File: src/rtl/fisheye_to_equirect_point_map_core_defines.svh
// Assertion helpers used by the core RTL file
`ifndef FISHEYE_TO_EQUIRECT_POINT_MAP_CORE_DEFINES_SVH
`define FISHEYE_TO_EQUIRECT_POINT_MAP_CORE_DEFINES_SVH

// same-cycle implication, disabled during reset
`define FEPM_ASSERT_IMP(lbl, ck, rst_n, ante, cons, msg) \
	lbl: assert property (@(posedge ck) disable iff (!rst_n) (ante) |-> (cons)) \
		else $error(msg);

// next-cycle implication, disabled during reset
`define FEPM_ASSERT_NXT(lbl, ck, rst_n, ante, cons, msg) \
	lbl: assert property (@(posedge ck) disable iff (!rst_n) (ante) |=> (cons)) \
		else $error(msg);

`endif

File: src/rtl/fepm_pkg.sv
package fepm_pkg;

	// input and result items
	typedef struct packed {
		logic signed [23:0] in_x;
		logic signed [23:0] in_y;
	} fepm_in_t;

	typedef struct packed {
		logic [23:0] out_x;
		logic [23:0] out_y;
	} fepm_out_t;

	// configuration register indexes
	typedef enum logic [3:0] {
		REG_CENTER_X    = 4'd0,
		REG_CENTER_Y    = 4'd1,
		REG_INV_FOCAL_X = 4'd2,
		REG_INV_FOCAL_Y = 4'd3,
		REG_DIST_COEFFS = 4'd4,
		REG_THETA_WIN   = 4'd5,
		REG_PHI_WIN     = 4'd6,
		REG_PIX_SCALE   = 4'd7
	} fepm_reg_t;

	// remainder datapath: magnitude of theta - min, up to 2^32 - 1
	localparam int REM_W = 33;

	localparam logic signed [31:0] Q28_ONE = 32'sh1000_0000;
	localparam logic [23:0] OUT_MAX = 24'hFF_FFFF;

	// side data that travels with the remainder
	typedef struct packed {
		logic [31:0] ntc;   // clamped theta window value
		logic [31:0] npc;   // clamped phi window value
		logic        tpos;  // theta span positive
		logic        neg;   // theta - min negative
	} fepm_side_t;

	// saturate to signed 32 bits
	function automatic logic signed [31:0] sat32(input logic signed [63:0] v);
		logic signed [31:0] r;
		if (v > 64'sh0000_0000_7FFF_FFFF)
			r = 32'sh7FFF_FFFF;
		else if (v < -64'sh0000_0000_8000_0000)
			r = -32'sh8000_0000;
		else
			r = v[31:0];
		return r;
	endfunction

	// offset by minimum and clamp to [0, span]; zero when span not positive
	function automatic logic [31:0] clamp_win(input logic signed [31:0] v,
			input logic signed [31:0] mn, input logic signed [31:0] span);
		logic signed [32:0] n;
		logic [31:0] r;
		n = 33'(v) - 33'(mn);
		if (span <= 32'sd0)
			r = '0;
		else if (n < 33'sd0)
			r = '0;
		else if (n > 33'(span))
			r = span;
		else
			r = n[31:0];
		return r;
	endfunction

endpackage

File: src/rtl/fepm_rem_pipe.sv
// Pipelined restoring remainder: ceil(REM_W / NST) quotient bits per stage
module fepm_rem_pipe import fepm_pkg::*; #(
	parameter int NST = 17
) (
	input  logic                 clk,
	input  logic [NST-1:0]       en,
	input  logic [REM_W-1:0]     m_in,
	input  fepm_side_t           side_in,
	input  logic [30:0]          span,
	output logic [REM_W-1:0]     r_out,
	output fepm_side_t           side_out
);

	localparam int SPS = (REM_W + NST - 1) / NST;

	logic [REM_W-1:0] rem_s  [NST];
	fepm_side_t       side_s [NST];
	logic [REM_W-1:0] rem_nx [NST];

	for (genvar j = 0; j < NST; j++) begin : g_stage
		logic [REM_W-1:0] r_prev;
		fepm_side_t       sd_prev;

		if (j == 0) begin : g_first
			assign r_prev  = m_in;
			assign sd_prev = side_in;
		end else begin : g_next
			assign r_prev  = rem_s[j-1];
			assign sd_prev = side_s[j-1];
		end

		// conditional subtract of span shifted by each bit position
		always_comb begin
			logic [REM_W-1:0] r;
			logic [63:0]      cmp;
			int               bi;
			r = r_prev;
			for (int t = 0; t < SPS; t++) begin
				bi = REM_W - 1 - j * SPS - t;
				if (bi >= 0) begin
					cmp = 64'(span) << bi;
					if (64'(r) >= cmp)
						r = r - cmp[REM_W-1:0];
				end
			end
			rem_nx[j] = r;
		end

		always_ff @(posedge clk) begin
			if (en[j]) begin
				rem_s[j]  <= rem_nx[j];
				side_s[j] <= sd_prev;
			end
		end
	end

	assign r_out    = rem_s[NST-1];
	assign side_out = side_s[NST-1];

endmodule

File: config.mk
export PLATFORM = sky130hd
export DESIGN_NAME = fepm_rem_pipe
export DESIGN_NICKNAME = d
export VERILOG_FILES = /design/src/rtl/fisheye_to_equirect_point_map_core_defines.svh /design/src/rtl/fepm_pkg.sv /design/src/rtl/fepm_rem_pipe.sv
export SDC_FILE = /design/constraint.sdc
export NUM_CORES = 2
export LEC_CHECK = 0
export BUFFER_PORTS_ARGS = -buffer_cell sky130_fd_sc_hd__buf_2
export CAP_MARGIN = 10
export CORE_MARGIN = 5
export CORE_UTILIZATION = 40
export DETAILED_ROUTE_END_ITERATION = 6
export SYNTH_ARGS = -nofsm -noshare
export SYNTH_HDL_FRONTEND = slang
export SYNTH_SLANG_ARGS = --single-unit
File: constraint.sdc
create_clock -name clk -period 28.2 [get_ports clk]
set_input_delay 8.46 -clock clk [delete_from_list [all_inputs] [get_ports clk]]
set_output_delay 8.46 -clock clk [all_outputs]
set_load 0.01 [all_outputs]
==> flow_summary.ini <==
[logic_synthesis]
yosysSeqAreaShare_pct = 61.0
yosys_warnings = 0
synth-adder-area-share_pct = 9.18
synth_edf_count = 1683
ys.flop_type = edfxtp_1
synth_top_family_by_area = compound AO/OA/AOI/OAI gates
netlist_instances = 6184
ys_async_sr_fraction_pct = 0
synth_seq_cells = 1683
synth_nets = 6921
synth-compound-area-share_pct = 11.3
synthXorXnorAreaFrac_pct = 4.58
synth_mux_area_share_pct = 4.51
synth_simple_gate_area_share_pct = 8.10
syn_area_sq_um = 82800
synth_cell_types = 80
avgSynthCellArea_sq_um = 13.4

[global_route]
grt_antenna_before_repair = 14
overflow = 0
grtUsageMet2_pct = 27.8
use_met3_pct = 3.00
grt_pass1_vias = 50300
grt_max_degree = 72
grt_use_met1_pct = 26.0
grt_pass1_wl_um = 300000
grt_util_all_layers_pct = 17.8
busiest_layer = met2

[clock_network]
cts_tree = done
clock-sinks = 1683
hold_buffers = 0
clk_pin_slew_worst_paths_ps = 60
cts_buffer_depth = 3
clkLatencyLatePin_ps = 810
cts_root_buf = clkbuf_16
cts-resized-gates = 0
numCtsBuffers = 174
post-cts-setup-buffers = 0
htreeDepth = 4

[worst_setup_path]
cpMaxStageDelayCell = and2_2
crit_required_ps = 28740
critPathMaxStageDelay_ps = 790
end_kind = flop
path_common_cell = buf_4
crit_type = in2reg
worstPathArrival_ps = 16010
cp-start-kind = input port
worst-path-max-fanout = 54

[floorplan]
io_pins = 247
core_area_sq_um = 207000
start_util_pct = 40.1
die-height_um = 465
dieArea_sq_um = 216000
die_x_um = 465
rows = 167

[layout]
stdcell_count = 9451
final_common_cell = edfxtp_1
drive_gt1_share_pct = 14.1
final_cell_mix = 1683 x edfxtp_1, 558 x ha_1, 469 x a21oi_1, 358 x nand2_1, 337 x o21ai_0
layout.nets = 7334
syn_to_final_growth_pct = 13.3

[timing]
hold_viol_final = 0
fmax_ghz = 0.0647
fin_crit_ps = 15470
hold-worst-slack_ps = 386
timing.final.ws_setup_ps = 12730
slew_violations = 0
tns_ps = 0
slew_headroom_pct = 11.8
worst_slew_pin_slew_ps = 1310
setup_viol = 0
finClkSkew_ps = 57.8
timing.final.crit_share_pct = 54.8
rsz0062_at_grt = no

[routing]
drtAntennaViolNets = 0
dr_total_vias = 51100
first_pass_iters = 7
drt-initial-drc-count = 4249
drc = 0
wl_per_cell_um = 20.8
postRouteWirelength_um = 196000
vias_per_cell = 5.41

[pwr]
peakVddDrop_v = 0.0000616
p_leak_uw = 0.0355
powerDensity_nw_per_um2 = 72.1

[place]
dp_slack_ps = 12050
dp_hpwl_um = 146000
dp_cells = 9125
port_buffers = 246
place_congestion = 0.908

[worst_hold_path]
hp-class = reg2reg

[job]
max_cap_violations = 0

[outcome]
outcome = finished, final reports clean
[power breakdown]
group	switching [uW]	internal, uW	total, uW
Clock	966	1390	2360
Combinational	801	522	1320
Sequential	86.3	3000	3090
Total	1850	4910	6770
[cells in the mapped netlist (46+ instances only)]
cell,instances,share of area [%]
a211oi_1,47,0.43
a21o_1,223,2.0
a21oi_1,470,2.8
a31oi_1,46,0.35
and3_1,46,0.35
clkbuf_1,86,0.39
edfxtp_1,1683,61
ha_1,558,8.4
inv_1,203,0.92
mux2_2,297,4.0
nand2_1,358,1.6
nand2b_1,68,0.51
nand3_1,90,0.54
nand4_1,106,0.80
nor2_1,324,1.5
nor2b_1,68,0.51
nor3_1,93,0.56
nor4_1,76,0.57
o21a_1,62,0.56
o21ai_0,337,2.0
o21bai_1,59,0.53
xnor2_1,265,2.8
xor2_1,168,1.8
[worst max-delay path: cells and delay by family]
family                     cells  cell delay, ps
AOI/OAI and AO/OA              9            2080
adders and majority gates      2             730
buffers and inverters          6            1450
muxes                          2             840
and+or+nand+nor                6            2300
[routing by layer]
metal | vias to the layer above | wire length [um]
li1 | 24700 | -
met1 | 24700 | 93000
met2 | 1355 | 87500
met3 | 305 | 10900
met4 | 12 | 4850
met5 | - | 75
[sequential cells by signal, summed over array words and instances, names as in the netlist]
register and cells:
side_s 1122, rem_s 561
[worst paths after layout]
path | startpoint | cells after the start | endpoint | slack (ps)
min | side_s[0][965]$_DFFE_PP_ | 0 | side_s[0][1031]$_DFFE_PP_ | 390
max | span[3] | 25 | rem_s[0][501]$_DFFE_PP_ | 12730
min reg2reg | side_s[0][965]$_DFFE_PP_ | 0 | side_s[0][1031]$_DFFE_PP_ | 390
max reg2reg | rem_s[0][492]$_DFFE_PP_ | 20 | rem_s[0][501]$_DFFE_PP_ | 20640
[per-stage QoR]
step                power, uW  util [%]  instance area [sq um]
finish                   6770      45.4                  93900
floorplan                3990         -                  82800
detailed placement       4440      42.5                  87900
global route             7090      45.4                  93900
CTS                      6820      45.4                  93900
global placement         4420      42.5                  87900
[layout make-up]
cell class	count	area (sq um)
fillers	18200	113000
flip-flops and latches	1683	50500
diodes	1	2.50
repair buffers	331	1910
inverters	203	762
clock buffers	208	4520
well taps	2704	3380
multi-input cells	4204	31300
clock inverters	117	1490
[cell families after synthesis]
family                   after synthesis
flip-flops                          1683
AO/OA/AOI/OAI                       1485
AND/OR/NAND/NOR                     1361
adder cells (fa/ha/maj)              589
XOR/XNOR                             433
multiplexers                         336
buffers and inverters                297
No activity file was read; power rests on OpenSTA's default activity.
